### src/sv/blbt_pkg.sv
`timescale 1ns / 1ps
// ---------------------------------------------------------------------------
// blbt_pkg
// Shared widths, register layout, codes and constants of the batch throttle.
// ---------------------------------------------------------------------------
package blbt_pkg;

    // field widths
    localparam int CAP_W     = 24;
    localparam int PCT_W     = 8;
    localparam int FPB_W     = 16;
    localparam int RATIO_W   = 10;
    localparam int SLOT_W    = 7;
    localparam int FRAME_W   = 24;
    localparam int SLEEP_W   = 2;
    localparam int CFG_IDX_W = 3;
    localparam int CFG_DAT_W = 24;

    // target arithmetic: capacity * percent, then / 100 by reciprocal
    localparam int PROD_W        = CAP_W + PCT_W;           // 32
    localparam int MUL_W         = 63;                      // 32 x 31 product
    localparam logic [30:0] DIV100_MAGIC = 31'h51EB851F;
    localparam int DIV100_SHIFT  = 37;
    localparam int TGT_W         = MUL_W - DIV100_SHIFT;    // 26
    localparam int CMP_W         = RATIO_W + TGT_W;         // 36
    localparam int NEED_W        = FPB_W + SLOT_W;          // 23

    localparam logic [FRAME_W-1:0] FRAME_MAX = {FRAME_W{1'b1}};
    localparam logic [RATIO_W-1:0] Q_ONE     = 10'd256;     // 1.0 in Q2.8

    // slot thresholds of the three rules
    localparam logic [SLOT_W-1:0] SLOTS_CRIT = 7'd4;
    localparam logic [SLOT_W-1:0] SLOTS_LOW  = 7'd3;
    localparam logic [SLOT_W-1:0] SLOTS_ONE  = 7'd2;
    localparam logic [SLOT_W-1:0] SLOTS_MIN  = 7'd1;

    // pipeline shape
    localparam int FRONT_STAGES = 3;
    localparam int DEC_STAGES   = 2;
    localparam int NUM_STAGES   = FRONT_STAGES + DEC_STAGES;

    typedef enum logic [CFG_IDX_W-1:0] {
        REG_RING_CAP,
        REG_TARGET_PCT,
        REG_FRAMES_PER_BATCH,
        REG_OUT_FRAMES_PER_BATCH,
        REG_SUBMIT_CRIT,
        REG_SUBMIT_LOW,
        REG_SLEEP_CRIT,
        REG_SLEEP_LOW
    } cfg_reg_idx_t;

    typedef enum logic [SLEEP_W-1:0] {
        SLEEP_NONE = 2'd0,
        SLEEP_1MS  = 2'd1,
        SLEEP_IDLE = 2'd2
    } sleep_class_t;

    typedef struct packed {
        logic [CAP_W-1:0]   ring_cap;
        logic [PCT_W-1:0]   target_pct;
        logic [FPB_W-1:0]   frames_per_batch;
        logic [FPB_W-1:0]   out_frames_per_batch;
        logic [RATIO_W-1:0] submit_crit;
        logic [RATIO_W-1:0] submit_low;
        logic [RATIO_W-1:0] sleep_crit;
        logic [RATIO_W-1:0] sleep_low;
    } cfg_t;

    localparam cfg_t CFG_RESET = '{
        ring_cap:             24'd0,
        target_pct:           8'd100,
        frames_per_batch:     16'd0,
        out_frames_per_batch: 16'd0,
        submit_crit:          10'd64,
        submit_low:           10'd128,
        sleep_crit:           10'd128,
        sleep_low:            10'd256
    };

    typedef struct packed {
        logic below_submit_crit;
        logic below_submit_low;
        logic below_one;
        logic below_sleep_crit;
        logic below_sleep_low;
    } ratio_flags_t;

endpackage

### src/sv/blbt_ratio.sv
`timescale 1ns / 1ps
// ---------------------------------------------------------------------------
// blbt_ratio
// Target fill (capacity * percent / 100) and the Q2.8 fill ratio tests,
// three stages: product, reciprocal multiply, cross-multiplied compares.
// ---------------------------------------------------------------------------
module blbt_ratio import blbt_pkg::*; (
    input  logic                    aclk,
    input  logic [FRONT_STAGES-1:0] stage_en,
    input  cfg_t                    cfg,
    input  logic [SLOT_W-1:0]       slots,
    input  logic [FRAME_W-1:0]      fill,
    output ratio_flags_t            flags,
    output logic [FRAME_W-1:0]      target_sat,
    output logic [FRAME_W-1:0]      free_space,
    output logic [SLOT_W-1:0]       slots_out
);

    function automatic logic ratio_below(input logic [CMP_W-1:0]   fill_q,
                                         input logic [RATIO_W-1:0] q,
                                         input logic [TGT_W-1:0]   tgt);
        if (tgt == '0) begin
            return q != '0;
        end
        return fill_q < (CMP_W'(q) * CMP_W'(tgt));
    endfunction

    // stage 1
    logic [PROD_W-1:0]  prod_reg;
    logic [FRAME_W-1:0] fill1_reg, free1_reg, free1_next;
    logic [SLOT_W-1:0]  slots1_reg;
    // stage 2
    logic [MUL_W-1:0]   recip_mul;
    logic [TGT_W-1:0]   tgt2_reg;
    logic [FRAME_W-1:0] fill2_reg, free2_reg;
    logic [SLOT_W-1:0]  slots2_reg;
    // stage 3
    logic [CMP_W-1:0]   fill_q;
    ratio_flags_t       flags_next, flags_reg;
    logic [FRAME_W-1:0] tsat_next, tsat_reg, free3_reg;
    logic [SLOT_W-1:0]  slots3_reg;

    // free ring space, saturated at zero
    assign free1_next = (cfg.ring_cap > fill) ? (cfg.ring_cap - fill) : '0;

    always_ff @(posedge aclk) begin
        if (stage_en[0]) begin
            prod_reg   <= PROD_W'(cfg.ring_cap) * PROD_W'(cfg.target_pct);
            fill1_reg  <= fill;
            free1_reg  <= free1_next;
            slots1_reg <= slots;
        end
    end

    // floor(x / 100) for any 32-bit x
    assign recip_mul = MUL_W'(prod_reg) * MUL_W'(DIV100_MAGIC);

    always_ff @(posedge aclk) begin
        if (stage_en[1]) begin
            tgt2_reg   <= recip_mul[DIV100_SHIFT +: TGT_W];
            fill2_reg  <= fill1_reg;
            free2_reg  <= free1_reg;
            slots2_reg <= slots1_reg;
        end
    end

    assign fill_q = CMP_W'({fill2_reg, 8'd0});

    always_comb begin
        flags_next.below_submit_crit = ratio_below(fill_q, cfg.submit_crit, tgt2_reg);
        flags_next.below_submit_low  = ratio_below(fill_q, cfg.submit_low, tgt2_reg);
        flags_next.below_one         = ratio_below(fill_q, Q_ONE, tgt2_reg);
        flags_next.below_sleep_crit  = ratio_below(fill_q, cfg.sleep_crit, tgt2_reg);
        flags_next.below_sleep_low   = ratio_below(fill_q, cfg.sleep_low, tgt2_reg);
        tsat_next = (tgt2_reg > TGT_W'(FRAME_MAX)) ? FRAME_MAX : tgt2_reg[FRAME_W-1:0];
    end

    always_ff @(posedge aclk) begin
        if (stage_en[2]) begin
            flags_reg  <= flags_next;
            tsat_reg   <= tsat_next;
            free3_reg  <= free2_reg;
            slots3_reg <= slots2_reg;
        end
    end

    assign flags      = flags_reg;
    assign target_sat = tsat_reg;
    assign free_space = free3_reg;
    assign slots_out  = slots3_reg;

endmodule

### config.mk
export PLATFORM = sky130hd
export DESIGN_NAME = blbt_ratio
export DESIGN_NICKNAME = d
export VERILOG_FILES = /design/src/sv/blbt_pkg.sv /design/src/sv/blbt_ratio.sv
export SDC_FILE = /design/constraint.sdc
export NUM_CORES = 2
export LEC_CHECK = 0
export BUFFER_PORTS_ARGS = -buffer_cell sky130_fd_sc_hd__buf_2
export CORE_UTILIZATION = 44
export DETAILED_ROUTE_END_ITERATION = 6
export SETUP_SLACK_MARGIN = 0.4
export SYNTH_ARGS = -nofsm -noshare
export SYNTH_HDL_FRONTEND = slang
export SYNTH_SLANG_ARGS = --single-unit
### constraint.sdc
create_clock -name aclk -period 24.4 [get_ports aclk]
set_clock_uncertainty 0.2 [all_clocks]
set_input_delay 3.66 -clock aclk [delete_from_list [all_inputs] [get_ports aclk]]
set_output_delay 3.66 -clock aclk [all_outputs]
set_load 0.005 [all_outputs]
After elaboration in Yosys (flattened, before gate mapping)
Cells that the tools add are included.
- register bits after elaboration: 228
- output and inout bits: 60
- word-level logic and storage cells: 46
- add/sub/neg operators: 1
- $mul: 6
- order comparisons: 7
- mux-type cells: 11
- reduce and logical (&&, ||, !) cells: 5
- operators by type and width (cell ; number):
    less-than comparator 32 x 36 -> 1 bit ; 4
    multiplier 10 x 26 -> 36 bit ; 4
    multiplier 32 x 31 -> 63 bit, second input constant ; 1
    nonzero test 10 bit ; 4
    less-than comparator 32 x 34 -> 1 bit ; 1
    multiplier 24 x 8 -> 32 bit ; 1
    greater-than comparator 26 x 24 -> 1 bit, second input constant ; 1
    logical NOT 26 bit ; 1
    greater-than comparator 24 bit ; 1
    subtractor 24 bit ; 1
    two-way mux 1 bit ; 11

Depth between registers and ports, before layout
- depth after elaboration: 3
- depth in mapped cells: 36

Least setup slack after synthesis
Ideal clock, no wire load.
- path kind: input port to flip-flop
- start point: input cfg[1] (netlist name)
- end point: register flags_reg (netlist bit flags[0]), data pin
- setup time: 0.264 ns
- arrival time: 10.533 ns
- setup slack: 13.404 ns
- stages: 28
- path buffers: 2
- path through: clkbuf_1 -> clkbuf_1 -> nand2_1 -> fa_1 -> inv_1 -> fa_1 -> fa_1 -> fa_1 -> inv_1 -> fa_1 -> inv_1 -> ha_1 -> a21o_1 -> a21oi_1 -> o21bai_1 -> a221oi_1 -> nor2_1 -> a221o_1 -> o31a_1 -> or2_2 -> ha_1 -> nand4_1 -> or3_1 -> nor4_1 -> nand3_1 -> a31oi_1 -> nand4_1 -> o41a_1
- RTL lines (what ; line ; text):
    start, declared ; blbt_ratio.sv:10 ; input cfg_t cfg,
    end signal, assigned ; blbt_ratio.sv:80 ; flags_reg <= flags_next;
    end, declared ; blbt_ratio.sv:39 ; ratio_flags_t flags_next, flags_reg;

==> impl_metrics.py <==
metrics = {
    "run_status": {
        "status": "complete, no violations",
    },
    "route": {
        "drtPass1Iterations": 7,
        "dr_wl_met2_um": 82900,
        "drcViolationCount": 0,
        "vias_per_cell": 5.31,
        "detail_route.wl_per_cell_um": 20.0,
        "totalWireLength_um": 175000,
        "ant_nets": 0,
        "drt_iter0_markers": 2543,
        "vias": 46600,
        "met1_length_um": 76700,
        "routed.top_layer": "met5",
        "route.met3.wl_um": 10400,
    },
    "sta": {
        "setup_viol": 0,
        "tightestPinTransition_ps": 1190,
        "timing.final.crit_period_ps": 11530,
        "drv_slew": 0,
        "rsz0062_at_grt": "no",
        "setup_tns_ps": 0,
        "fin_crit_sh_pct": 47.2,
        "fmax_ghz": 0.0868,
        "maxSlewHeadroom_pct": 20.9,
        "final-hold-violation-count": 0,
    },
    "setup_path": {
        "cp_top_family": "adder cells",
        "cp_num_cells": 28,
        "critPathBufInv": 4,
        "crit_fanout": 27,
        "r2r_slack_ps": 15370,
        "crit_path_end": "flags[0]",
        "reg2reg_depth": 27,
        "rr_endpoint": "flags[0]",
        "crit_path_start": "cfg[1]",
        "cp.arrival_ps": 11650,
        "critPathCaptureType": "flip-flop",
        "slowest_delay_ps": 580,
        "cpMostUsedCell": "fa_1",
        "cp.required_ps": 24520,
        "crit_path_start_kind": "primary input",
        "critical_path_class": "primary input to flip-flop",
        "reg2reg_from": "tgt2_reg[11]",
        "slowest_stage": "fa_1",
    },
    "min_path": {
        "min-delay-start": "fill1_reg[6]",
        "min_path_type": "flip-flop to flip-flop",
    },
    "finish": {
        "largest_reg_flops": 32,
        "area_growth_pct": 5.47,
        "nFillCells": 13900,
        "final_common_cell": "inv_1",
        "finalNonFillerCells": 8772,
        "final_util_pct": 47.0,
        "nets": 9124,
        "final_cell_mix": "inv_1, fa_1, ha_1, nand2_1, and2_1",
        "drive_above_1_share_pct": 4.25,
    },
    "placement": {
        "place_hpwl_um": 139000,
        "place_inst": 8720,
        "gp_congestion": 0.899,
        "io_buffer_count": 166,
    },
    "floorplan": {
        "io_pins": 199,
        "core_area_mm2": 0.146,
        "die_area_mm2": 0.150,
        "die_y_um": 387,
        "fp.dieW_um": 387,
        "rows": 140,
        "start_util_pct": 44.6,
    },
    "cts": {
        "hold_buffers": 0,
        "cts_buffers": 26,
        "clkSinkCount": 228,
        "clk_latency_ps": 570,
        "cts_buffer_depth": 3,
        "cts.repair.resized": 0,
        "cts_setup_buffers": 0,
        "htree_levels": 1,
        "clk_pin_slew_ps": 80,
        "cts_tree": "yes",
        "cts_root_buf": "clkbuf_16",
    },
    "global_routing": {
        "grt_max_degree": 74,
        "track_usage_pct": 24.1,
        "grt_pass1_wl_um": 284000,
        "grt_antenna_before_repair": 19,
        "grt_pass1_vias": 50200,
        "grt-ovfl-total": 0,
    },
    "synthesis": {
        "ys_seq_elements": 228,
        "synth_edf_count": 228,
        "async_flop_share_pct": 0,
        "syn_inst": 6828,
        "synth.net_count": 9121,
        "yosysWarnings": 0,
        "yosysUniqueCellTypes": 70,
        "syn_area_mm2": 0.0652,
        "syn_area_per_cell_um2": 9.55,
        "ys_seq_area_share_pct": 10.5,
        "ys.flop_type": "edfxtp_1",
    },
    "run": {
        "drv_cap": 0,
    },
}
-- cells by family (layout without fill, tap and decap cells) --
family,count (synthesis),in the layout,share of synthesized area [%]
simple gates,1764,1764,13.4
xor+xnor,189,189,2.54
mux,3,3,0.0461
other cells,0,4,0
buf+inv,1787,1810,10.3
fa+ha+maj,2154,2154,56.1
compound gates,703,703,7.08
flops,228,228,10.5
-- synth_stat cells (5+ instances only) --
master / count / share of area [%]
and3_1: 19 / 0.18
nand2b_1: 40 / 0.38
xnor2_1: 108 / 1.5
a31o_2: 5 / 0.067
nand4b_1: 6 / 0.081
a211o_1: 6 / 0.081
o21a_1: 24 / 0.28
o31ai_1: 9 / 0.10
a21o_1: 152 / 1.8
ha_1: 872 / 17
or2_2: 7 / 0.067
nor3_1: 29 / 0.22
a221oi_1: 7 / 0.094
a21boi_0: 6 / 0.069
o211ai_1: 5 / 0.058
nand3_1: 40 / 0.31
a211oi_1: 20 / 0.23
nor2_1: 126 / 0.73
o21ai_1: 8 / 0.061
a31oi_1: 18 / 0.17
o21ai_0: 110 / 0.84
or3_1: 32 / 0.31
nor2b_1: 36 / 0.35
a2111oi_0: 6 / 0.081
clkbuf_1: 243 / 1.4
o2111ai_1: 9 / 0.12
xor2_1: 81 / 1.1
nand4_1: 43 / 0.41
o21bai_1: 43 / 0.50
nor4_1: 28 / 0.27
inv_1: 1544 / 8.9
a41oi_1: 5 / 0.067
fa_1: 1282 / 39
a21oi_1: 216 / 1.7
nand3b_1: 6 / 0.069
edfxtp_1: 228 / 11
nand2_1: 769 / 4.4
a221o_1: 8 / 0.12
and2_1: 572 / 5.5
-- stage by stage --
step           hold WS [ps]  setup slack, ps  instance area (um^2)
3_5_place_dp            205            12400                 67900
6_report                208            12870                 68700
5_1_grt                 221            12400                 68700
2_1_floorplan           200            13400                 65200
3_3_place_gp            201            12440                 67900
4_1_cts                 214            12970                 68700
-- routing by layer --
metal | GRT usage, % | vias to the layer above
li1 | - | 21100
met1 | 32.7 | 23900
met2 | 40.4 | 1246
met3 | 3.24 | 243
met4 | 6.74 | 12
met5 | 0 | -
-- area by class of cell --
cell class | instances | area [um^2] | share of cell area (%)
tap | 1917 | 2400 | 3.49
sequential | 228 | 6850 | 9.96
clock buffer | 27 | 654 | 0.952
inverter | 1544 | 5800 | 8.43
clock inverter | 21 | 175 | 0.255
antenna | 4 | 10.0 | 0.0146
multi-input combinational | 4813 | 51600 | 75.1
timing repair buffer | 218 | 1230 | 1.79
-- worst reg2reg max path: cells and delay by family, from the launching register on --
| family | cells | cell delay, ps |
|---|---|---|
| AOI/OAI and AO/OA | 10 | 2630 |
| xor gates and xnor gates | 1 | 110 |
| adders and majority gates | 7 | 3150 |
| buffers and inverters | 3 | 140 |
| DFF | 1 | 1130 |
| and+or+nand+nor | 6 | 1440 |
-- how the worst min path moves through the flow --
stage	slack, ps	endpoint	depth (start not counted)
floorplan	200	fill2_reg[0]	0
global placement	200	fill2_reg[4]	0
detailed placement	200	fill2_reg[1]	0
CTS	210	fill2_reg[6]	0
global route	220	fill2_reg[6]	0
finish	210	fill2_reg[6]	0
Power is not shown: default switching activity piles up to over one toggle a cycle in this logic, so the estimate is an artifact.
