**src/sv/blbt_pkg.sv**
```systemverilog
`timescale 1ns / 1ps
// ---------------------------------------------------------------------------
// blbt_pkg
// Shared widths, register layout, codes and constants of the batch throttle.
// ---------------------------------------------------------------------------
package blbt_pkg;

    // field widths
    localparam int CAP_W     = 24;
    localparam int PCT_W     = 8;
    localparam int FPB_W     = 16;
    localparam int RATIO_W   = 10;
    localparam int SLOT_W    = 7;
    localparam int FRAME_W   = 24;
    localparam int SLEEP_W   = 2;
    localparam int CFG_IDX_W = 3;
    localparam int CFG_DAT_W = 24;

    // target arithmetic: capacity * percent, then / 100 by reciprocal
    localparam int PROD_W        = CAP_W + PCT_W;           // 32
    localparam int MUL_W         = 63;                      // 32 x 31 product
    localparam logic [30:0] DIV100_MAGIC = 31'h51EB851F;
    localparam int DIV100_SHIFT  = 37;
    localparam int TGT_W         = MUL_W - DIV100_SHIFT;    // 26
    localparam int CMP_W         = RATIO_W + TGT_W;         // 36
    localparam int NEED_W        = FPB_W + SLOT_W;          // 23

    localparam logic [FRAME_W-1:0] FRAME_MAX = {FRAME_W{1'b1}};
    localparam logic [RATIO_W-1:0] Q_ONE     = 10'd256;     // 1.0 in Q2.8

    // slot thresholds of the three rules
    localparam logic [SLOT_W-1:0] SLOTS_CRIT = 7'd4;
    localparam logic [SLOT_W-1:0] SLOTS_LOW  = 7'd3;
    localparam logic [SLOT_W-1:0] SLOTS_ONE  = 7'd2;
    localparam logic [SLOT_W-1:0] SLOTS_MIN  = 7'd1;

    // pipeline shape
    localparam int FRONT_STAGES = 3;
    localparam int DEC_STAGES   = 2;
    localparam int NUM_STAGES   = FRONT_STAGES + DEC_STAGES;

    typedef enum logic [CFG_IDX_W-1:0] {
        REG_RING_CAP,
        REG_TARGET_PCT,
        REG_FRAMES_PER_BATCH,
        REG_OUT_FRAMES_PER_BATCH,
        REG_SUBMIT_CRIT,
        REG_SUBMIT_LOW,
        REG_SLEEP_CRIT,
        REG_SLEEP_LOW
    } cfg_reg_idx_t;

    typedef enum logic [SLEEP_W-1:0] {
        SLEEP_NONE = 2'd0,
        SLEEP_1MS  = 2'd1,
        SLEEP_IDLE = 2'd2
    } sleep_class_t;

    typedef struct packed {
        logic [CAP_W-1:0]   ring_cap;
        logic [PCT_W-1:0]   target_pct;
        logic [FPB_W-1:0]   frames_per_batch;
        logic [FPB_W-1:0]   out_frames_per_batch;
        logic [RATIO_W-1:0] submit_crit;
        logic [RATIO_W-1:0] submit_low;
        logic [RATIO_W-1:0] sleep_crit;
        logic [RATIO_W-1:0] sleep_low;
    } cfg_t;

    localparam cfg_t CFG_RESET = '{
        ring_cap:             24'd0,
        target_pct:           8'd100,
        frames_per_batch:     16'd0,
        out_frames_per_batch: 16'd0,
        submit_crit:          10'd64,
        submit_low:           10'd128,
        sleep_crit:           10'd128,
        sleep_low:            10'd256
    };

    typedef struct packed {
        logic below_submit_crit;
        logic below_submit_low;
        logic below_one;
        logic below_sleep_crit;
        logic below_sleep_low;
    } ratio_flags_t;

endpackage

```
**src/sv/blbt_decide.sv**
```systemverilog
`timescale 1ns / 1ps
// ---------------------------------------------------------------------------
// blbt_decide
// Slot rules, input-short fallback, output-space veto and sleep class.
// Two stages; the second is the result register.
// ---------------------------------------------------------------------------
module blbt_decide import blbt_pkg::*; #(
    parameter int MAX_BATCHES = 8
) (
    input  logic                            aclk,
    input  logic [DEC_STAGES-1:0]           stage_en,
    input  cfg_t                            cfg,
    input  ratio_flags_t                    flags,
    input  logic [FRAME_W-1:0]              target_sat,
    input  logic [FRAME_W-1:0]              free_space,
    input  logic [SLOT_W-1:0]               slots,
    input  logic [FRAME_W-1:0]              frames,
    input  logic [$clog2(MAX_BATCHES)-1:0]  quotient,
    output logic [SLOT_W-1:0]               batch_count,
    output logic                            submit_now,
    output logic [SLEEP_W-1:0]              sleep_class,
    output logic [FRAME_W-1:0]              target_fill_frames
);

    localparam logic [SLOT_W-1:0] MAX_CNT = SLOT_W'(MAX_BATCHES);

    // stage 4
    logic               bypass_next, kill_next;
    logic [SLOT_W-1:0]  rule_cnt, count_next;
    logic [NEED_W-1:0]  need_in;
    logic               bypass_reg, kill_reg;
    logic [SLOT_W-1:0]  count_reg;
    logic               sleep_crit_reg, sleep_low_reg;
    logic [FRAME_W-1:0] tsat_reg, free_reg;
    // stage 5
    logic [NEED_W-1:0]  need_out;
    logic               veto;
    logic [SLOT_W-1:0]  cnt_next, cnt_reg;
    logic               sub_next, sub_reg;
    sleep_class_t       sleep_next, sleep_reg;
    logic [FRAME_W-1:0] tgt_next, tgt_reg;

    always_comb begin
        bypass_next = (cfg.ring_cap == '0) || (cfg.frames_per_batch == '0);
        kill_next   = bypass_next || (slots == '0)
                      || (frames < FRAME_W'(cfg.frames_per_batch));

        if (flags.below_submit_crit && (slots >= SLOTS_CRIT)) begin
            rule_cnt = (slots < MAX_CNT) ? slots : MAX_CNT;
        end else if (flags.below_submit_low && (slots >= SLOTS_LOW)) begin
            rule_cnt = (slots < SLOTS_LOW) ? slots : SLOTS_LOW;
        end else if (flags.below_one && (slots >= SLOTS_ONE)) begin
            rule_cnt = (slots < SLOTS_ONE) ? slots : SLOTS_ONE;
        end else begin
            rule_cnt = SLOTS_MIN;
        end

        // short on input: fall back to whole batches available, at least one
        need_in = NEED_W'(cfg.frames_per_batch) * NEED_W'(rule_cnt);
        if (frames < FRAME_W'(need_in)) begin
            count_next = (quotient == '0) ? SLOTS_MIN : SLOT_W'(quotient);
        end else begin
            count_next = rule_cnt;
        end
    end

    always_ff @(posedge aclk) begin
        if (stage_en[0]) begin
            bypass_reg     <= bypass_next;
            kill_reg       <= kill_next;
            count_reg      <= count_next;
            sleep_crit_reg <= flags.below_sleep_crit;
            sleep_low_reg  <= flags.below_sleep_low;
            tsat_reg       <= target_sat;
            free_reg       <= free_space;
        end
    end

    always_comb begin
        need_out = NEED_W'(cfg.out_frames_per_batch) * NEED_W'(count_reg);
        veto     = free_reg < FRAME_W'(need_out);
        tgt_next = bypass_reg ? '0 : tsat_reg;
        if (kill_reg || veto) begin
            cnt_next   = '0;
            sub_next   = 1'b0;
            sleep_next = SLEEP_IDLE;
        end else begin
            cnt_next = count_reg;
            sub_next = 1'b1;
            if (sleep_crit_reg) begin
                sleep_next = SLEEP_NONE;
            end else if (sleep_low_reg) begin
                sleep_next = SLEEP_1MS;
            end else begin
                sleep_next = SLEEP_IDLE;
            end
        end
    end

    always_ff @(posedge aclk) begin
        if (stage_en[1]) begin
            cnt_reg   <= cnt_next;
            sub_reg   <= sub_next;
            sleep_reg <= sleep_next;
            tgt_reg   <= tgt_next;
        end
    end

    assign batch_count        = cnt_reg;
    assign submit_now         = sub_reg;
    assign sleep_class        = sleep_reg;
    assign target_fill_frames = tgt_reg;

endmodule

```
**config.mk**
```make
export PLATFORM = sky130hd
export DESIGN_NAME = blbt_decide
export DESIGN_NICKNAME = d
export VERILOG_FILES = /design/src/sv/blbt_pkg.sv /design/src/sv/blbt_decide.sv
export SDC_FILE = /design/constraint.sdc
export NUM_CORES = 1
export LEC_CHECK = 0
export BUFFER_PORTS_ARGS = -buffer_cell sky130_fd_sc_hd__buf_2
export CAP_MARGIN = 10
export CORE_MARGIN = 2
export CORE_UTILIZATION = 45
export DETAILED_ROUTE_END_ITERATION = 8
export PLACE_DENSITY = 0.68
export SETUP_SLACK_MARGIN = 0.02
export SLEW_MARGIN = 20
export SYNTH_ARGS = -nofsm -noshare
export SYNTH_HDL_FRONTEND = slang
export SYNTH_SLANG_ARGS = --single-unit
```
**constraint.sdc**
```tcl
create_clock -name aclk -period 8.15 [get_ports aclk]
set_input_delay 0 -clock aclk [delete_from_list [all_inputs] [get_ports aclk]]
set_output_delay 0 -clock aclk [all_outputs]
set_load 0.1 [all_outputs]
```
Word level (Yosys, flattened, before mapping):

Index checks and enable logic that the tools add are counted.

* flip-flop bits (word level): 93
* output and inout bits: 34
* logic and storage cells: 46

* multiply operators: 2
* $lt $le $gt $ge: 9
* muxes and demuxes: 11
* reduce and logical (&&, ||, !) cells: 12

Operators with widths (number)
* 2-to-1 mux 7 bit: 7
* < comparator 24 x 23 -> 1 bit: 2
* multiplier 16 x 7 -> 23 bit: 2
* logical NOT 24 bit: 1
* < comparator 24 x 16 -> 1 bit: 1
* logical NOT 16 bit: 1
* >= comparator 7 x 2 -> 1 bit, second input constant: 2
* < comparator 7 x 2 -> 1 bit, second input constant: 2
* >= comparator 7 x 3 -> 1 bit, second input constant: 1
* logical NOT 7 bit: 1
* < comparator 7 x 4 -> 1 bit, second input constant: 1
* logical OR 1 bit: 4
* 2-to-1 mux 2 bit: 2
* logical AND 1 bit: 3
* logical NOT 3 bit: 1
* 2-to-1 mux 3 bit: 1
* OR reduction 2 bit: 1
* 2-to-1 mux 1 bit: 1

Logic depth before layout (Yosys ltp):

Gate-level depths: netlist (run 1).

* depth in word-level cells: 8
* depth in mapped cells: 29

Worst setup path before layout (run 1):

OpenSTA, ideal clock, no wires.

* path kind: input-to-reg
* start point: input port slots[3]
* end point: register count_reg[0], data pin
* arrival: 6.483 ns
* path slack: 1.405 ns
* stages: 27
* path buffers: 1
* path through: or4_4 nor2_1 a21oi_1 nor2_1 clkbuf_1 nor3_1 fa_1 fa_1 fa_1 inv_1 fa_1 inv_1 ha_1 and4_1 and2_1 a22o_1 a311o_1 a31o_2 a41oi_1 xor2_1 ha_1 a21o_1 a21oi_1 o21ai_0 a31oi_1 o41ai_4 mux2_1

* word-level cells in the longest chain between the ends: 8
* elaborated cells between the ends (all ways): 18

Ends and longest elaborated chain
* start: declaration: RTL line blbt_decide.sv:16 `input logic [SLOT_W-1:0] slots,`
* < comparator 7 x 2 -> 1 bit or >= comparator 7 x 2 -> 1 bit (tied branches): RTL line blbt_decide.sv:53, blbt_decide.sv:52
* 2-to-1 mux 7 bit or logical AND 1 bit (tied branches): RTL line blbt_decide.sv:53, blbt_decide.sv:52
* 2-to-1 mux 7 bit: RTL line blbt_decide.sv:52 `end else if (flags.below_one && (slots >= SLOTS_ONE)) begin`
* 2-to-1 mux 7 bit: RTL line blbt_decide.sv:50 `end else if (flags.below_submit_low && (slots >= SLOTS_LOW)) begin`
* 2-to-1 mux 7 bit (*): RTL line blbt_decide.sv:48 `if (flags.below_submit_crit && (slots >= SLOTS_CRIT)) begin`
* multiplier 16 x 7 -> 23 bit: RTL line blbt_decide.sv:59 `need_in = NEED_W'(cfg.frames_per_batch) * NEED_W'(rule_cnt);`
* < comparator 24 x 23 -> 1 bit: RTL line blbt_decide.sv:60 `if (frames < FRAME_W'(need_in)) begin`
* 2-to-1 mux 7 bit (*): RTL line blbt_decide.sv:60
* net count_next[0]: RTL line blbt_decide.sv:29 `logic [SLOT_W-1:0] rule_cnt, count_next;`
* end signal: assignment: RTL line blbt_decide.sv:71 `count_reg <= count_next;`
* end: declaration: RTL line blbt_decide.sv:32 `logic [SLOT_W-1:0] count_reg;`

Mark *: on every way through the listed nets, which the timed path passes. The rest lies on a longest branch.
A chain may end at the register's enable or synchronous reset.

Worst setup path after layout (run 1):

* start point: input port slots[3]
* end point: register count_reg[2], data pin

The elaborated chain is that of the path after synthesis.

==> results of run 1 <==
cells by family after synthesis:
group	count (synthesis)	share of synthesized area, %
mux	3	0.3023
flops	93	24.99
other cells	2	0.06721
buf+inv	194	6.584
fa+ha+maj	279	40.51
xor+xnor	37	2.900
compound gates	155	9.742
simple gates	327	14.90
cell type report:
type / instances / area [um2] / area share, %
antenna: 1 / 2.502 / 0.01865
clock buffer: 9 / 225.2 / 1.678
clock inverter: 7 / 67.56 / 0.5035
inverter: 171 / 641.9 / 4.783
multi-input combinational: 852 / 7830 / 58.35
sequential: 93 / 2793 / 20.81
tap: 324 / 405.4 / 3.021
timing repair buffer: 236 / 1454 / 10.83
per-layer routing:
layer | GRT usage (%) | vias up | part of all wire, %
met2 | 37.57 | 192 | 51
met1 | 28.19 | 4215 | 43
li1 | - | 4184 | -
met5 | 0 | - | 0
met4 | 6.412 | 0 | 2.2
met3 | 2.568 | 38 | 4.5
stage by stage:
step                      setup slack [ns]  hold slack, ns  cell area (um2)  std cells  power [mW]
after floorplan                      1.405         0.09887            11360       1139       3.138
after global placement              0.6071          0.1771            12600       1624       3.713
after detailed placement            0.4286          0.1781            12600       1624       3.803
after CTS                           0.8005         0.05982            13420       1692       4.268
after global routing                0.2981         0.08861            13420       1692       4.757
final                               0.7736         0.05515            13420       1693       4.240
Yosys cell counts (3+ instances only):
library cell / n
inv_1: 171
ha_1: 141
fa_1: 138
nand2_1: 129
edfxtp_1: 93
and2_1: 42
a21oi_1: 38
o21ai_0: 32
nor2_1: 29
nor2b_1: 29
a21o_1: 26
xor2_1: 23
clkbuf_1: 21
nor4_1: 17
nor3_1: 15
xnor2_1: 14
and3_1: 13
nand4_1: 12
a211oi_1: 10
nand2b_1: 10
nor3b_1: 9
nand3_1: 8
o21bai_1: 5
a211o_1: 4
o21a_1: 4
or3_1: 4
a221oi_1: 3
a31oi_1: 3
mux2_1: 3
o211ai_1: 3
worst max-delay path by stage:
stage,from,end,cells past startpoint
floorplan,slots[3],count_reg[0],27
global placement,slots[3],count_reg[1],27
detailed placement,slots[3],count_reg[2],27
CTS,slots[3],count_reg[2],27
global route,slots[3],count_reg[2],27
finish,slots[3],count_reg[2],27
power breakdown:
part / switching (mW) / internal, mW / total (mW) / leakage [nW]
clock: 0.203 / 0.215 / 0.418 / 0.141
sequential: 0.0404 / 0.575 / 0.615 / 0.927
combinational: 1.80 / 1.41 / 3.21 / 5.65
total: 2.04 / 2.20 / 4.24 / 6.72
cells in the final DEF (no fill, tap or decap), types with 5 or more instances in the layout:
master	n
inv_1	171
nor2b_1	29
nor4_1	17
and2_1	42
a211oi_1	10
xor2_1	23
nor2_1	29
a21o_1	26
nor3b_1	9
o21bai_1	5
nand2b_1	10
nor3_1	15
o21ai_0	32
a21oi_1	38
nand2_1	129
ha_1	141
edfxtp_1	93
dlygate4sd3_1	52
fa_1	138
xnor2_1	14
clkbuf_16	9
and3_1	13
buf_4	5
conb_1	51
buf_2	179
nand4_1	12
nand3_1	8
critical path, cell delays in order:
cell	delay, ns
buf_2	0.10
or4_4	0.67
nor2_1	0.23
nor2_1	0.06
a21oi_1	0.66
nor3_1	0.14
fa_1	0.50
fa_1	0.48
fa_1	0.56
inv_1	0.06
fa_1	0.53
inv_1	0.04
ha_1	0.36
and4_1	0.25
and2_1	0.19
a22o_1	0.18
a311o_1	0.32
a31o_2	0.25
a41oi_1	0.23
xor2_1	0.19
ha_1	0.27
a21o_1	0.16
a21oi_1	0.13
o21ai_0	0.10
a31oi_1	0.28
o41ai_4	0.18
mux2_1	0.34
repair_timing:
action                    4_1_cts  5_1_grt
hold buffers                   52        0
hold endpoints to repair       52        0
setup buffers                   0        0
==> results.yml, run 1 <==
outcome:
  status: "finished clean"
placed_design:
  hpwl_um: 21570
  gp_congestion: 0.8682
  portBuffers: 179
sta:
  slew_violations: 0
  hold_violations: 0
  setup_viol: 0
  relSlewSlack_pct: 44.29
  layout_min_cycle_time_ns: 7.376
  fin_skew_ns: 0.009727
  rsz0062_at_grt: "false"
  fin_crit_sh_pct: 90.51
  fmax_ghz: 0.1356
  finalSetupTns_ns: 0
  tightest_slew_ns: 0.8356
clock_network:
  cts_root_buf: "clkbuf_16"
  tritoncts: "built"
  post_cts_resized: 0
  cts_buffer_depth: 2
  cts_htree_levels: 3
  clkTransAtPathRegs_ns: 0.07
  cts_buffers: 9
  clkLatencyLatePin_ns: 0.35
  clock_sinks: 93
critical_path:
  endpoint_kind: "register"
  reg2reg_slack_ns: 1.11
  worst_ep_required_time_ns: 8.25
  worstSetupPathType: "in2reg"
  critical_path.max_fanout: 15
  start_kind: "input port"
  rr_worst_depth: 23
  timing.rr.end: "sleep_class[1]"
  r2r-start: "count_reg[3]"
  arrival_ns: 7.48
synthesis:
  postSynthAreaPerCell_um2: 10.25
  synth_ff_type: "edfxtp_1"
  netlist.top_cell.by_area: "edfxtp_1"
  synth_top_area_share_pct: 24.99
  synth_area_um2: 11170
  ys_seq_area_share_pct: 24.99
  ys_warn_count: 0
  synth_area_leaders: "edfxtp_1, fa_1, ha_1, inv_1, nand2_1"
  synth_edf_count: 93
  async_flop_share_pct: 0
  netlist-cell-type-count: 62
  ys_seq_elements: 93
  synth_cells: 1090
power_and_ir_drop:
  leakage_nw: 6.722
  ir_worst_vdd_v: 0.0001753
  powerDensity_nw_per_um2: 315.9
hold_path:
  min-delay-start: "quotient[0]"
  min_to: "count_reg[0]"
  whs_path_depth: 3
  hold_path.class: "in2reg"
flow_run:
  max_cap_viol_count: 0
route:
  ant_nets: 0
  first_iter_violations: 429
  first_pass_iters: 5
  drc: 0
  wire_per_inst_um: 15.70
  via_per_inst: 5.097
  num_vias: 8629
  wl_um: 26580
die:
  dieArea_um2: 26110
  num_io_pins: 228
  start_util_pct: 45.95
  rows: 57
  die_y_um: 161.6
  core_um2: 24320
  die_w_um: 161.6
finish:
  fillers: 2187
  utilization_pct: 55.18
  area_growth_pct: 20.09
  nets: 1836
  drive_gt1_share_pct: 15.13
global_route:
  grt_pass1_vias: 9042
  grt_overflow: 0
  grt_usage_pct: 21.53
  grt_pass1_wl_um: 44660
  antenna_found_initial: 1
  grt_max_degree: 60
No activity file was read; power rests on OpenSTA's default activity.
==> run 2: changes to the inputs <==
- PLACE_DENSITY: 0.68 -> not set
- PLACE_DENSITY_LB_ADDON: not set -> 0.25
==> run 2 against run 1 <==
Net effect: wire length decreased by 1.5%; combinational power about the same; clock-buffer cell count rose by 1; total power rose by 0.17%; critical path depth rose by 1; largest power group unchanged.
==> results.yml, run 2 (synthesis gave the netlist of run 1 again) <==
outcome:
  status: "finished clean"
critical_path:
  crit_end: "count_reg[0]"
  reg2reg_slack_ns: 1.16
  rr_worst_depth: 23
  arrival_ns: 7.10
  critical_path.max_fanout: 15
  worstSetupPathType: "in2reg"
  timing.rr.end: "sleep_class[1]"
  setup.worst_path.start: "slots[3]"
  endpoint_kind: "register"
  r2r-start: "count_reg[3]"
  worst_ep_required_time_ns: 8.24
  start_kind: "input port"
clock_network:
  tritoncts: "built"
  cts_root_buf: "clkbuf_16"
  cts_buffers: 9
  clock_sinks: 93
  cts_buffer_depth: 2
  clkLatencyLatePin_ns: 0.35
  hold_buffers: 50
  cts_htree_levels: 3
  clkTransAtPathRegs_ns: 0.06
  post_cts_buffers: 0
  post_cts_resized: 0
global_route:
  antenna_found_initial: 0
  grt_pass1_wl_um: 44280
  grt_max_degree: 60
  grt_usage_pct: 21.09
  grt_pass1_vias: 9108
  grt_overflow: 0
route:
  drc: 0
  via_per_inst: 5.066
  wl_um: 26180
  first_iter_violations: 304
  wire_per_inst_um: 15.50
  num_vias: 8557
  first_pass_iters: 5
  ant_nets: 0
placed_design:
  portBuffers: 179
  gp_congestion: 0.8395
  numPlacedInstances: 1623
  dpl_cell_area_um2: 12600
  hpwl_um: 21410
hold_path:
  hold_path.class: "in2reg"
  min-delay-start: "quotient[1]"
finish:
  antennaDiodeCount: 0
  final_cells: 1689
  drive_gt1_share_pct: 15.09
  postLayoutCellArea_um2: 13400
  area_growth_pct: 19.89
  final_common_cell: "buf_2"
  register_area_um2: 2793
  mostFrequentLayoutCells: "buf_2, inv_1, ha_1, fa_1, nand2_1"
  fillers: 2177
  multi_input_area_um2: 7830
  nets: 1833
power_and_ir_drop:
  leakage_nw: 6.706
  powerDensity_nw_per_um2: 317.0
  ir_worst_vdd_v: 0.0003045
  finalPower_mw: 4.247
die:
  die_w_um: 161.6
  rows: 57
  num_io_pins: 228
  core_um2: 24320
  dieArea_um2: 26110
  start_util_pct: 45.95
  die_y_um: 161.6
flow_run:
  max_cap_viol_count: 0
sta:
  fmax_ghz: 0.1426
  rsz0062_at_grt: "false"
  slew_violations: 0
  layout_min_cycle_time_ns: 7.013
  fin_crit_sh_pct: 86.05
  hold_violations: 0
  setup_viol: 0
  tightest_slew_ns: 0.8263
  relSlewSlack_pct: 44.91
  finalSetupTns_ns: 0
  fin_skew_ns: 0.008181
==> run 2: cell type report <==
type                    instances  share of cell area [%]
well taps                     324                   3.026
inverters                     171                   4.791
repair buffers                233                   10.65
clock inverters                 6                  0.5324
multi-input cells             852                   58.45
flip-flops and latches         93                   20.85
clock buffers                  10                   1.709
==> run 2: worst max-delay path, cell delays in order <==
cell and delay, ns:
buf_2 0.11, or4_4 0.66, nor2_1 0.21, a21oi_1 0.09
nor2_1 0.09, buf_4 0.19, nor3_1 0.09, fa_1 0.45
fa_1 0.49, fa_1 0.56, inv_1 0.06, fa_1 0.54
inv_1 0.05, ha_1 0.38, and4_1 0.26, and2_1 0.19
a22o_1 0.18, a311o_1 0.31, a31o_2 0.25, a41oi_1 0.27
xor2_1 0.20, ha_1 0.27, a21o_1 0.16, a21oi_1 0.13
o21ai_0 0.10, a31oi_1 0.26, o41ai_4 0.18, mux2_1 0.36
==> run 2: power breakdown <==
group | switching, mW | leakage, nW | internal [mW]
clock | 0.179 | 0.139 | 0.240
sequential | 0.0393 | 0.927 | 0.575
combinational | 1.81 | 5.64 | 1.41
==> run 2: routing by layer <==
layer	wire length, um	global-route usage (%)
met4	598	6.006
met2	13110	37.55
met5	0	0
met3	862	1.644
met1	11610	27.66
==> run 2: worst min-delay path by stage <==
stage / endpoint / slack [ns] / cells after the start
floorplan: free_reg[0] / 0.1 / 0
global placement: tsat_reg[15] / 0.18 / 1
detailed placement: free_reg[8] / 0.18 / 1
CTS: count_reg[2] / 0.0008 / 2
global route: count_reg[2] / 0.02 / 2
finish: count_reg[1] / 0.02 / 2
==> run 2: stage by stage <==
step                hold WS (ns)  utilization, %  worst slack (ns)
finish                   0.02040           55.09             1.137
global placement          0.1767           51.79            0.9434
CTS                    0.0007844           55.09             1.076
global route             0.01520           55.09            0.5997
floorplan                0.09887               -             1.405
detailed placement        0.1781           51.79            0.8472
