==> config.mk <==
export PLATFORM = sky130hd
export DESIGN_NAME = blbt_divq
export DESIGN_NICKNAME = d
export VERILOG_FILES = /design/src/sv/blbt_pkg.sv /design/src/sv/blbt_divq.sv
export SDC_FILE = /design/constraint.sdc
export NUM_CORES = 1
export LEC_CHECK = 0
export BUFFER_PORTS_ARGS = -buffer_cell sky130_fd_sc_hd__buf_2
export CAP_MARGIN = 5
export CORE_MARGIN = 2
export CORE_UTILIZATION = 46
export DETAILED_ROUTE_END_ITERATION = 8
export HOLD_SLACK_MARGIN = 0.1
export PLACE_DENSITY = 0.67
export SYNTH_ARGS = -nofsm -noshare
export SYNTH_HDL_FRONTEND = slang
export SYNTH_SLANG_ARGS = --single-unit
export TNS_END_PERCENT = 20
==> constraint.sdc <==
create_clock -name aclk -period 3.6 [get_ports aclk]
set_clock_uncertainty 0.2 [all_clocks]
set_input_delay 0.36 -clock aclk [delete_from_list [all_inputs] [get_ports aclk]]
set_output_delay 0.36 -clock aclk [all_outputs]
set_load 0.03 [all_outputs]
==> src/sv/blbt_pkg.sv <==
`timescale 1ns / 1ps
// ---------------------------------------------------------------------------
// blbt_pkg
// Shared widths, register layout, codes and constants of the batch throttle.
// ---------------------------------------------------------------------------
package blbt_pkg;

    // field widths
    localparam int CAP_W     = 24;
    localparam int PCT_W     = 8;
    localparam int FPB_W     = 16;
    localparam int RATIO_W   = 10;
    localparam int SLOT_W    = 7;
    localparam int FRAME_W   = 24;
    localparam int SLEEP_W   = 2;
    localparam int CFG_IDX_W = 3;
    localparam int CFG_DAT_W = 24;

    // target arithmetic: capacity * percent, then / 100 by reciprocal
    localparam int PROD_W        = CAP_W + PCT_W;           // 32
    localparam int MUL_W         = 63;                      // 32 x 31 product
    localparam logic [30:0] DIV100_MAGIC = 31'h51EB851F;
    localparam int DIV100_SHIFT  = 37;
    localparam int TGT_W         = MUL_W - DIV100_SHIFT;    // 26
    localparam int CMP_W         = RATIO_W + TGT_W;         // 36
    localparam int NEED_W        = FPB_W + SLOT_W;          // 23

    localparam logic [FRAME_W-1:0] FRAME_MAX = {FRAME_W{1'b1}};
    localparam logic [RATIO_W-1:0] Q_ONE     = 10'd256;     // 1.0 in Q2.8

    // slot thresholds of the three rules
    localparam logic [SLOT_W-1:0] SLOTS_CRIT = 7'd4;
    localparam logic [SLOT_W-1:0] SLOTS_LOW  = 7'd3;
    localparam logic [SLOT_W-1:0] SLOTS_ONE  = 7'd2;
    localparam logic [SLOT_W-1:0] SLOTS_MIN  = 7'd1;

    // pipeline shape
    localparam int FRONT_STAGES = 3;
    localparam int DEC_STAGES   = 2;
    localparam int NUM_STAGES   = FRONT_STAGES + DEC_STAGES;

    typedef enum logic [CFG_IDX_W-1:0] {
        REG_RING_CAP,
        REG_TARGET_PCT,
        REG_FRAMES_PER_BATCH,
        REG_OUT_FRAMES_PER_BATCH,
        REG_SUBMIT_CRIT,
        REG_SUBMIT_LOW,
        REG_SLEEP_CRIT,
        REG_SLEEP_LOW
    } cfg_reg_idx_t;

    typedef enum logic [SLEEP_W-1:0] {
        SLEEP_NONE = 2'd0,
        SLEEP_1MS  = 2'd1,
        SLEEP_IDLE = 2'd2
    } sleep_class_t;

    typedef struct packed {
        logic [CAP_W-1:0]   ring_cap;
        logic [PCT_W-1:0]   target_pct;
        logic [FPB_W-1:0]   frames_per_batch;
        logic [FPB_W-1:0]   out_frames_per_batch;
        logic [RATIO_W-1:0] submit_crit;
        logic [RATIO_W-1:0] submit_low;
        logic [RATIO_W-1:0] sleep_crit;
        logic [RATIO_W-1:0] sleep_low;
    } cfg_t;

    localparam cfg_t CFG_RESET = '{
        ring_cap:             24'd0,
        target_pct:           8'd100,
        frames_per_batch:     16'd0,
        out_frames_per_batch: 16'd0,
        submit_crit:          10'd64,
        submit_low:           10'd128,
        sleep_crit:           10'd128,
        sleep_low:            10'd256
    };

    typedef struct packed {
        logic below_submit_crit;
        logic below_submit_low;
        logic below_one;
        logic below_sleep_crit;
        logic below_sleep_low;
    } ratio_flags_t;

endpackage

==> src/sv/blbt_divq.sv <==
`timescale 1ns / 1ps
// ---------------------------------------------------------------------------
// blbt_divq
// Pipelined restoring divider: input frames / frames_per_batch, a few
// quotient bits per front stage. Only quotients below 2**QW are exact.
// ---------------------------------------------------------------------------
module blbt_divq import blbt_pkg::*; #(
    parameter int MAX_BATCHES = 8
) (
    input  logic                            aclk,
    input  logic [FRONT_STAGES-1:0]         stage_en,
    input  logic [FRAME_W-1:0]              frames,
    input  logic [FPB_W-1:0]                frames_per_batch,
    output logic [FRAME_W-1:0]              frames_out,
    output logic [$clog2(MAX_BATCHES)-1:0]  quotient
);

    localparam int QW  = $clog2(MAX_BATCHES);
    localparam int SPS = (QW + FRONT_STAGES - 1) / FRONT_STAGES;
    localparam int RW  = (FRAME_W > FPB_W + QW) ? FRAME_W : FPB_W + QW;

    logic [RW-1:0]      rem_in  [FRONT_STAGES];
    logic [QW-1:0]      q_in    [FRONT_STAGES];
    logic [RW-1:0]      rem_c   [FRONT_STAGES][SPS+1];
    logic [QW-1:0]      q_c     [FRONT_STAGES][SPS+1];
    logic [RW-1:0]      rem_reg [FRONT_STAGES-1];
    logic [QW-1:0]      q_reg   [FRONT_STAGES];
    logic [FRAME_W-1:0] frm_reg [FRONT_STAGES];

    assign rem_in[0] = RW'(frames);
    assign q_in[0]   = '0;

    for (genvar s = 0; s < FRONT_STAGES; s++) begin : g_stage
        if (s > 0) begin : g_link
            assign rem_in[s] = rem_reg[s-1];
            assign q_in[s]   = q_reg[s-1];
        end

        assign rem_c[s][0] = rem_in[s];
        assign q_c[s][0]   = q_in[s];

        for (genvar j = 0; j < SPS; j++) begin : g_bit
            localparam int B = QW - 1 - (s * SPS + j);
            if (B >= 0) begin : g_step
                logic [RW-1:0] dsh;
                logic          take;
                assign dsh  = RW'(frames_per_batch) << B;
                assign take = (rem_c[s][j] >= dsh);
                assign rem_c[s][j+1] = take ? (rem_c[s][j] - dsh) : rem_c[s][j];
                assign q_c[s][j+1]   = q_c[s][j] | (take ? (QW'(1) << B) : '0);
            end else begin : g_pass
                assign rem_c[s][j+1] = rem_c[s][j];
                assign q_c[s][j+1]   = q_c[s][j];
            end
        end

        always_ff @(posedge aclk) begin
            if (stage_en[s]) begin
                q_reg[s] <= q_c[s][SPS];
            end
        end

        if (s < FRONT_STAGES - 1) begin : g_rem
            always_ff @(posedge aclk) begin
                if (stage_en[s]) begin
                    rem_reg[s] <= rem_c[s][SPS];
                end
            end
        end

        if (s == 0) begin : g_frm_first
            always_ff @(posedge aclk) begin
                if (stage_en[s]) begin
                    frm_reg[s] <= frames;
                end
            end
        end else begin : g_frm_next
            always_ff @(posedge aclk) begin
                if (stage_en[s]) begin
                    frm_reg[s] <= frm_reg[s-1];
                end
            end
        end
    end

    assign quotient   = q_reg[FRONT_STAGES-1];
    assign frames_out = frm_reg[FRONT_STAGES-1];

endmodule

# Yosys cells after proc, flatten, opt, wreduce, memory -nomap -nowiden
# Memory sizes are Yosys's and may differ from the RTL's.
# Index checks and enable logic that the tools add are counted.
# word_totals
ff_bits,0
ramBits,129
output_inout_bits,27
memories,3
# op_classes
addsub,2
n_lt_le_gt_ge,3
muxes,11
n_bitwise,2
# memory_table
memory,depth,word_bits,rd,rd_clocked_by_memory_dff,wr,line_no,text
frm_reg,3,24,3,0,3,blbt_divq.sv:28,logic [FRAME_W-1:0] frm_reg [FRONT_STAGES];
rem_reg,2,24,2,0,2,blbt_divq.sv:26,logic [RW-1:0] rem_reg [FRONT_STAGES-1];
q_reg,3,3,3,0,3,blbt_divq.sv:27,logic [QW-1:0] q_reg [FRONT_STAGES];
# ops
operator,n
2-to-1 mux 24 bit,2
greater-or-equal comparator 24 x 16 -> 1 bit,1
greater-or-equal comparator 24 x 17 -> 1 bit,1
greater-or-equal comparator 24 x 18 -> 1 bit,1
subtractor 24 x 17 -> 24 bit,1
subtractor 24 x 18 -> 24 bit,1
2-to-1 mux 1 bit,7
2-to-1 mux 3 bit,1
bitwise OR 3 x 1 -> 3 bit,1
bitwise OR 3 x 2 -> 3 bit,1
2-to-1 mux 2 bit,1

# Depth between registers and ports, before layout
# Gate-level depths: netlist (run 1).
# An unclocked memory read counts as a cell.
# logic_depth
depth_word,4
mapped_depth,12

# Worst setup path before layout (run 1)
# Ideal clock, no wire load.
# synth_timing
kind,in2reg
from,input port frames[2]
to,memory rem_reg[0][3] (netlist name) (data pin)
setup_time_ps,260
t_arrival_ps,2560
required_ps,3140
slack_ps,580
path_stages,11
path_cell_list,inv_1 ha_1 inv_1 fa_1 a211oi_1 o21bai_1 a21oi_1 a21boi_1 o22ai_2 buf_2 mux2_2
# synth_lines
element,line_no,text
"start, declared",blbt_divq.sv:12,"input logic [FRAME_W-1:0] frames,"
"end, declared",blbt_divq.sv:26,

==> impl_metrics.yaml, run 1 <==
status:
  status: "complete, no violations"
floorplanning:
  io_pins: 71
  fp.coreArea_um2: 13800
  rows: 43
  dieArea_um2: 15000
  die_y_um: 123
  start_util_pct: 46.8
  die_w_um: 123
timing:
  worst-slew-pin-transition_ns: 1.10
  hold_viol_final: 0
  min_period_ns: 3.34
  fmaxAchievable_mhz: 300
  fin_tns_setup_ns: 0
  drv_slew: 0
  relSlewSlack_pct: 26.5
  rsz0062_at_grt: "false"
  finalCritPeriodShare_pct: 92.7
  setup-violations-final: 0
final_layout:
  syn_to_final_growth_pct: 19.5
  antennaDiodeCount: 0
  largest_reg_flops: 72
  ff_latch_area_um2: 3690
  finalNonFillerCells: 813
  utilization_pct: 56.0
  nFillCells: 1098
  fin_area_um2: 7740
  finalNetCount: 715
  drive_above_1_share_pct: 19.7
  multi_input_area_um2: 2460
clock_tree:
  post-cts-setup-buffers: 0
  clock_path_buffers: 2
  clock-sinks: 123
  post_cts_resized: 0
  htreeDepth: 4
  clk_pin_slew_ns: 0.05
  clockRootBuffer: "clkbuf_16"
  insertion_delay_ns: 0.42
  cts_buffers: 17
  cts_tree: "built"
placement:
  portBuffers: 70
  dpl.hpwl_um: 10500
  dpl_cell_area_um2: 6920
  gp_congestion: 0.905
  place_inst: 758
yosys:
  ys_ff_latch: 123
  synth_nets: 625
  syn_avg_cell_area_um2: 12.2
  synth_cell_type_count: 60
  netlist_area_um2: 6480
  synth_edf_count: 123
  ys_seq_area_share_pct: 57.0
  synth_top_area_share_pct: 57.0
  syn-instance-count: 531
  ys_warn_count: 0
  synth_ff_type: "edfxtp_1"
  async_flop_share_pct: 0
  ys_top_cells_by_area: "edfxtp_1, ha_1, o21ai_0"
  synth_largest_area_cell: "edfxtp_1"
grt:
  grt_pass1_vias: 4517
  grt_max_degree: 48
  antenna_found_initial: 0
  grt_pass1_wl_um: 23600
  overflow: 0
  track_usage_pct: 21.3
power:
  power_mw: 4.35
  p_leak_nw: 3.03
  ir_drop_mv: 0.333
  powerDensity_nw_per_um2: 562
critical_path:
  timing.rr.start: "rem_reg[0][5]$_DFFE_PP_"
  path_max_fanout: 3
  critPathKind: "in -> reg"
  worst-endpoint-required_ns: 3.57
  reg2reg_slack_ns: 0.48
  cp.arrival_ns: 3.31
  start_kind: "input port"
  reg2reg_to: "rem_reg[0][46]$_DFFE_PP_"
  reg2regPathDepth: 8
  crit_path_end_kind: "flop"
min_path:
  hold_path_depth: 0
  min_from: "frm_reg[0][29]$_DFFE_PP_"
  min_path_type: "reg -> reg"
  hold_end: "frm_reg[0][53]$_DFFE_PP_"
route:
  wl_per_cell_um: 18.2
  drt-pass1-iter-count: 4
  antenna_left: 0
  drtIter0Drc: 270
  vias_per_cell: 5.48
  drc_errors: 0
  wl_um: 14800
  num_vias: 4459
run:
  cap_viol_max_count: 0
final cells by class:
type,instances,share of cell area (%)
sequential,123,47.7
tap,180,2.91
timing repair buffer,102,8.57
clock inverter,11,1.91
multi-input combinational,347,31.8
clock buffer,20,5.64
inverter,30,1.45
Yosys cell counts, types with 5 or more instances:
| cell | count |
|---|---|
| a211oi_1 | 7 |
| a21o_1 | 9 |
| a21oi_1 | 34 |
| buf_4 | 24 |
| clkbuf_1 | 5 |
| edfxtp_1 | 123 |
| ha_1 | 48 |
| inv_1 | 29 |
| mux2_2 | 5 |
| nand2_1 | 48 |
| nand2b_1 | 6 |
| nand3_1 | 6 |
| nand4_1 | 5 |
| nor2_1 | 22 |
| nor4_1 | 5 |
| o21ai_0 | 50 |
| xnor2_1 | 19 |
| xor2_1 | 18 |
worst max-delay path by stage:
stage                   startpoint                  endpoint  slack (ns)  cells after the start
2_1_floorplan            frames[2]   rem_reg[0][3]$_DFFE_PP_        0.58                     11
3_3_place_gp             frames[2]   rem_reg[0][3]$_DFFE_PP_        0.44                     12
3_5_place_dp   frames_per_batch[1]  rem_reg[0][19]$_DFFE_PP_        0.38                     10
4_1_cts                  frames[2]  rem_reg[0][20]$_DFFE_PP_        0.30                     13
5_1_grt                  frames[2]  rem_reg[0][20]$_DFFE_PP_        0.12                     13
6_report                 frames[2]  rem_reg[0][20]$_DFFE_PP_        0.26                     13
worst max-delay path, cell delays in order:
cell and delay [ns]:
dlygate4sd3_1 0.53, buf_2 0.14, inv_1 0.06, ha_1 0.18, inv_1 0.06, fa_1 0.42, a211oi_1 0.24, o21bai_1 0.11
a21oi_1 0.28, o31a_1 0.27, o32ai_1 0.13, or3_1 0.39, xnor2_1 0.13
per-stage QoR:
step | setup WS (ns) | hold WS, ns
floorplan | 0.580 | 0.200
global placement | 0.441 | 0.200
detailed placement | 0.379 | 0.205
CTS | 0.302 | 0.217
global route | 0.121 | 0.219
finish | 0.264 | 0.216
layer usage:
metal	GRT usage, %	part of all wire, %
met2	32.8	46
met3	5.99	6.0
met1	28.5	46
met5	0	0
met4	8.41	1.9
layout by cell type, fill, tap and decap left out, types with 5 or more instances in the layout:
| cell type | instances |
|---|---|
| xor2_1 | 18 |
| a211oi_1 | 7 |
| xnor2_1 | 19 |
| nand3_1 | 6 |
| o21ai_0 | 50 |
| buf_2 | 70 |
| edfxtp_1 | 123 |
| dlygate4sd3_1 | 24 |
| nor2_1 | 22 |
| a21o_1 | 9 |
| inv_1 | 29 |
| mux2_2 | 5 |
| ha_1 | 48 |
| nand4_1 | 5 |
| nand2b_1 | 6 |
| buf_4 | 7 |
| clkbuf_16 | 17 |
| nor4_1 | 5 |
| nand2_1 | 48 |
| a21oi_1 | 34 |
timing repair:
item / 4_1_cts / 5_1_grt
setup endpoints to repair: 0 / 0
hold endpoints to repair: 34 / 0
hold buffers: 24 / 0
report_power, final:
group / total [mW] / leakage [nW] / switching (mW) / internal [mW]
clock network: 1.68 / 0.284 / 0.598 / 1.08
logic: 0.820 / 1.54 / 0.483 / 0.336
registers: 1.85 / 1.20 / 0.0660 / 1.79
kinds of logic (layout without fill, tap and decap cells):
| group | after synthesis | in the layout | share of synthesized area (%) |
|---|---|---|---|
| compound gates | 131 | 131 | 12.4 |
| xor+xnor | 37 | 37 | 5.00 |
| fa+ha+maj | 50 | 50 | 9.89 |
| buf+inv | 61 | 163 | 4.96 |
| flops | 123 | 123 | 57.0 |
| mux | 6 | 6 | 1.02 |
| simple gates | 123 | 123 | 9.74 |
Power figures use the tool's default switching activity.
==> run 2, diff against run 1 <==
CELL_PAD_IN_SITES_DETAIL_PLACEMENT = 2   (was default)
CELL_PAD_IN_SITES_GLOBAL_PLACEMENT = 2   (was default)
CORE_UTILIZATION = 40   (was 46)
GPL_TIMING_DRIVEN = 0   (was default)
PLACE_DENSITY = 0.82   (was 0.67)
==> run 2 against run 1 <==
  * Register-to-register slack lost 0.27 ns
  * Power grew 4.3%
  * Critical path depth shrank 3
  * Via count grew 9.6%
  * Largest cell class unchanged
==> impl_metrics.yaml, run 2 (synthesis results as in run 1) <==
grt:
  met1_usage_pct: 31.3
  track_usage_pct: 26.3
  busiest_layer: "met2"
  met2_usage_pct: 45.0
  grt_use_met3_pct: 6.48
  antenna_found_initial: 1
  grt_pass1_vias: 5536
  grt_pass1_wl_um: 33700
  grt_max_degree: 50
  overflow: 0
timing:
  fin_tns_setup_ns: 0
  worst-slew-pin-transition_ns: 1.30
  layout_setup_ws_ns: 0.0661
  finalCritPeriodShare_pct: 98.2
  setup-violations-final: 0
  min_period_ns: 3.53
  drv_slew: 0
  hold_viol_final: 0
  rsz0062_at_grt: "true"
  fmaxAchievable_mhz: 283
  relSlewSlack_pct: 13.3
floorplanning:
  rows: 46
  dieArea_um2: 17200
  die_y_um: 131
  io_pins: 71
  die_w_um: 131
  fp.coreArea_um2: 15800
  start_util_pct: 40.9
status:
  status: "complete, no violations"
critical_path:
  critPathKind: "in -> reg"
  critPathBufInv: 3
  cp.depth: 10
  path_max_fanout: 10
  timing.rr.start: "rem_reg[0][11]$_DFFE_PP_"
  critical_path.cell_chain: "dlygate4sd3_1, buf_2, ha_1, o21ai_0, o21bai_1, a21oi_1, a21boi_1, o22ai_2, buf_2, mux2_2"
  cp.arrival_ns: 3.51
  reg2regPathDepth: 8
  reg2reg_to: "rem_reg[0][39]$_DFFE_PP_"
  crit_path_end_kind: "flop"
  slowest_delay_ns: 0.55
  crit_family: "compound AO/OA/AOI/OAI gates"
  reg2reg_slack_ns: 0.21
  start_kind: "input port"
  crit_top_cell: "buf_2"
  worst-endpoint-required_ns: 3.58
  critPathSlowestCell: "dlygate4sd3_1"
power:
  powerDensity_nw_per_um2: 572
  ir_drop_mv: 0.367
  p_switching_mw: 1.38
  p_leak_nw: 3.11
  power_mw: 4.54
  power_frac_seq_pct: 41.3
  combPwrFrac_pct: 21.1
  clockPowerShare_pct: 37.7
  internal_power_mw: 3.16
  p_sw_share_pct: 30.4
clock_tree:
  insertion_delay_ns: 0.44
  clockRootBuffer: "clkbuf_16"
  cts_buffers: 17
  htreeDepth: 4
  clk_pin_slew_ns: 0.06
  post-cts-setup-buffers: 0
  clock_path_buffers: 2
  clock-sinks: 123
  cts_tree: "built"
placement:
  dpl.hpwl_um: 13900
  pre_cts_ws_ns: -0.187
  place_inst: 817
  gp_congestion: 0.870
  portBuffers: 70
min_path:
  min_path_type: "in -> reg"
  hold_path_depth: 3
  min_from: "frames[9]"
  hold_end: "rem_reg[0][9]$_DFFE_PP_"
final_layout:
  nFillCells: 1551
  multi_input_area_um2: 2470
  largest_reg_flops: 72
  ff_latch_area_um2: 3690
  utilization_pct: 50.1
  finalNonFillerCells: 874
  drive_above_1_share_pct: 22.5
  antennaDiodeCount: 0
  finalNetCount: 739
  syn_to_final_growth_pct: 22.5
  final_common_cell: "edfxtp_1"
  final_cell_mix: "edfxtp_1, buf_2, o21ai_0, nand2_1, ha_1"
route:
  wl_per_cell_um: 25.1
  antenna_left: 0
  num_vias: 4889
  wl_um: 22000
  drc_errors: 0
  drtIter0Drc: 303
  vias_per_cell: 5.59
  drt-pass1-iter-count: 4
run:
  cap_viol_max_count: 0
-- run 2: metal layers --
metal	vias to the layer above	routed length, µm	share of wire, %
met2	168	11100	50
met5	-	0	0
met4	0	814	3.7
met3	59	1200	5.5
met1	2464	8880	40
li1	2198	-	-
-- run 2: power groups by stage --
stage / registers [mW] / clock network [mW] / logic [mW]
after CTS: 1.87 / 1.71 / 0.909
after global placement: 1.87 / 0 / 0.774
after global routing: 1.89 / 1.77 / 1.03
final: 1.87 / 1.71 / 0.956
after floorplan: 1.86 / 0 / 0.564
after detailed placement: 1.89 / 0 / 0.841
-- run 2: area by class of cell --
class                           instances  share of cell area (%)
Multi-Input combinational cell        347                    31.1
Clock inverter                         14                    1.81
Timing Repair Buffer                   95                    7.57
Sequential cell                       123                    46.6
Buffer                                 31                    2.68
Clock buffer                           18                    5.41
Inverter                               30                    1.42
Tap cell                              216                    3.41
-- run 2: worst max path at each step --
stage                         start                       end
after global routing      frames[5]   rem_reg[0][3]$_DFFE_PP_
after global placement    frames[2]   rem_reg[0][3]$_DFFE_PP_
after CTS                 frames[5]  rem_reg[0][17]$_DFFE_PP_
final                     frames[5]   rem_reg[0][3]$_DFFE_PP_
after floorplan           frames[2]   rem_reg[0][3]$_DFFE_PP_
after detailed placement  frames[2]   rem_reg[0][3]$_DFFE_PP_
-- run 2: timing repair --
action                                  in CTS  in global routing
endpoints found under the hold margin       26                  0
endpoints found under the setup margin       1                 26
gates resized for setup                      1                  9
hold buffers                                25                  0
-- run 2: through the flow --
| stage | hold WS [ns] | cell area (µm²) |
|---|---|---|
| 2_1_floorplan | 0.200 | 6480 |
| 3_3_place_gp | 0.201 | 7100 |
| 3_5_place_dp | 0.205 | 7100 |
| 4_1_cts | 0.116 | 7930 |
| 5_1_grt | 0.166 | 7930 |
| 6_report | 0.159 | 7930 |
-- run 2: worst reg2reg max path: stages, from the launching register on --
cell and delay (ns):
edfxtp_1 0.43, ha_1 0.42, a21oi_1 0.40, o21ai_0 0.21
a21oi_1 0.25, a21oi_2 0.14, nor3_4 0.43, clkbuf_2 0.38
o21ai_0 0.23
==> run 3, diff against run 2 <==
REMOVE_ABC_BUFFERS = 1   (was default)
==> run 3 against run 2 <==
  * Wire length decreased by 5.3%
  * Clock power increased by 4%
  * Hold slack got worse by 0.048 ns
  * Final cell count decreased by 3.4%
  * Critical endpoint is now rem_reg[0][37]$_DFFE_PP_
  * Non-clock buffer count decreased by 31
  * Sequential power about the same
  * Via count decreased by 1.1%
==> impl_metrics.yaml, run 3 (synthesis results as in run 1) <==
status:
  status: "complete, no violations"
grt:
  met1_usage_pct: 30.7
  antenna_found_initial: 0
  grt_pass1_vias: 5307
  grt_use_met3_pct: 5.52
  overflow: 0
  grt_pass1_wl_um: 32300
  met2_usage_pct: 43.0
  busiest_layer: "met2"
  grt_max_degree: 50
  track_usage_pct: 25.1
critical_path:
  reg2regPathDepth: 9
  critPathBufInv: 2
  critical_path.cell_chain: "ha_1, a21oi_1, o21ai_0, a21oi_1, a21oi_2, nor3_4, buf_8, inv_2, mux2_2"
  cp.depth: 9
  slowest_delay_ns: 0.57
  path_max_fanout: 16
  crit_top_cell: "a21oi_1"
  start_kind: "flop"
  critPathKind: "reg -> reg"
  critPathSlowestCell: "nor3_4"
  crit_family: "compound AO/OA/AOI/OAI gates"
  worst-endpoint-required_ns: 3.58
  cp.arrival_ns: 3.43
  crit_path_end_kind: "flop"
timing:
  fin_tns_setup_ns: 0
  relSlewSlack_pct: 14.2
  setup-violations-final: 0
  rsz0062_at_grt: "false"
  hold_viol_final: 0
  hold_ws_ns: 0.112
  worst-slew-pin-transition_ns: 1.29
  finalCritPeriodShare_pct: 95.9
  min_period_ns: 3.45
  drv_slew: 0
  fmaxAchievable_mhz: 290
clock_tree:
  clock_path_buffers: 2
  cts_tree: "built"
  clock-sinks: 123
  post-cts-setup-buffers: 0
  insertion_delay_ns: 0.43
  htreeDepth: 4
  cts_buffers: 17
  clockRootBuffer: "clkbuf_16"
  clk_pin_slew_ns: 0.06
final_layout:
  finalNetCount: 709
  antennaDiodeCount: 0
  final_common_cell: "edfxtp_1"
  utilization_pct: 49.3
  largest_reg_flops: 72
  syn_to_final_growth_pct: 20.4
  final_cell_mix: "edfxtp_1, buf_2, o21ai_0, nand2_1, ha_1"
  drive_above_1_share_pct: 19.1
placement:
  gp_congestion: 0.841
  dpl.hpwl_um: 13500
  portBuffers: 70
route:
  num_vias: 4834
  vias_per_cell: 5.73
  drc_errors: 0
  wl_um: 20800
  drt-pass1-iter-count: 5
  drtIter0Drc: 264
  wl_per_cell_um: 24.6
  antenna_left: 0
min_path:
  hold_path_depth: 3
  min_path_type: "in -> reg"
floorplanning:
  fp.coreArea_um2: 15800
  rows: 46
  die_y_um: 131
  start_util_pct: 40.9
  die_w_um: 131
  dieArea_um2: 17200
  io_pins: 71
power:
  p_leak_nw: 3.00
  ir_drop_mv: 0.370
  powerDensity_nw_per_um2: 585
run:
  cap_viol_max_count: 0
[run 3: path summary, 6_finish.rpt]
path                            slack, ns                        to                startpoint
worst max register to register       0.15  rem_reg[0][37]$_DFFE_PP_  rem_reg[0][11]$_DFFE_PP_
worst min register to register       0.22  frm_reg[0][66]$_DFFE_PP_  frm_reg[0][42]$_DFFE_PP_
worst max-delay path                 0.15  rem_reg[0][37]$_DFFE_PP_  rem_reg[0][11]$_DFFE_PP_
worst min-delay path                 0.11  rem_reg[0][17]$_DFFE_PP_                frames[17]
[run 3: worst reg2reg max path, cell delays in order (launching register included)]
cell and delay, ns:
edfxtp_1 0.43, ha_1 0.43, a21oi_1 0.33, o21ai_0 0.20
a21oi_1 0.26, a21oi_2 0.13, nor3_4 0.57, buf_8 0.24
inv_2 0.10, mux2_2 0.31
[run 3: what timing repair did]
action	CTS	global route
cloned	1	0
pin swaps	1	1
gates resized for setup	2	8
endpoints found under the setup margin	23	20
hold endpoints to repair	35	0
hold buffers	24	0
[run 3: through the flow]
step                      power [mW]  cells  area, µm²  setup slack (ns)
after floorplan                 2.40    500       6270             0.291
after global placement          2.62    786       6890            -0.592
after detailed placement        2.72    787       6910            -0.862
after CTS                       4.54    844       7760            0.0266
after global routing            4.73    844       7800            0.0282
final                           4.56    844       7800             0.148
[run 3: cell type report]
cell class,instances,area [µm²]
sequential,123,3690
timing repair buffer,95,606
fill,1582,8030
multi-input combinational,348,2520
tap,216,270
inverter,30,113
clock buffer,23,448
clock inverter,9,145
[run 3: where the power goes]
group,switching (mW),internal (mW)
sequential,0.0789,1.79
clock,0.619,1.15
combinational,0.588,0.338
[run 3: layer usage]
layer | up-vias | part of all wire [%]
met5 | - | 0
met4 | 0 | 2.8
met3 | 41 | 4.7
met2 | 153 | 51
met1 | 2500 | 41
li1 | 2140 | -
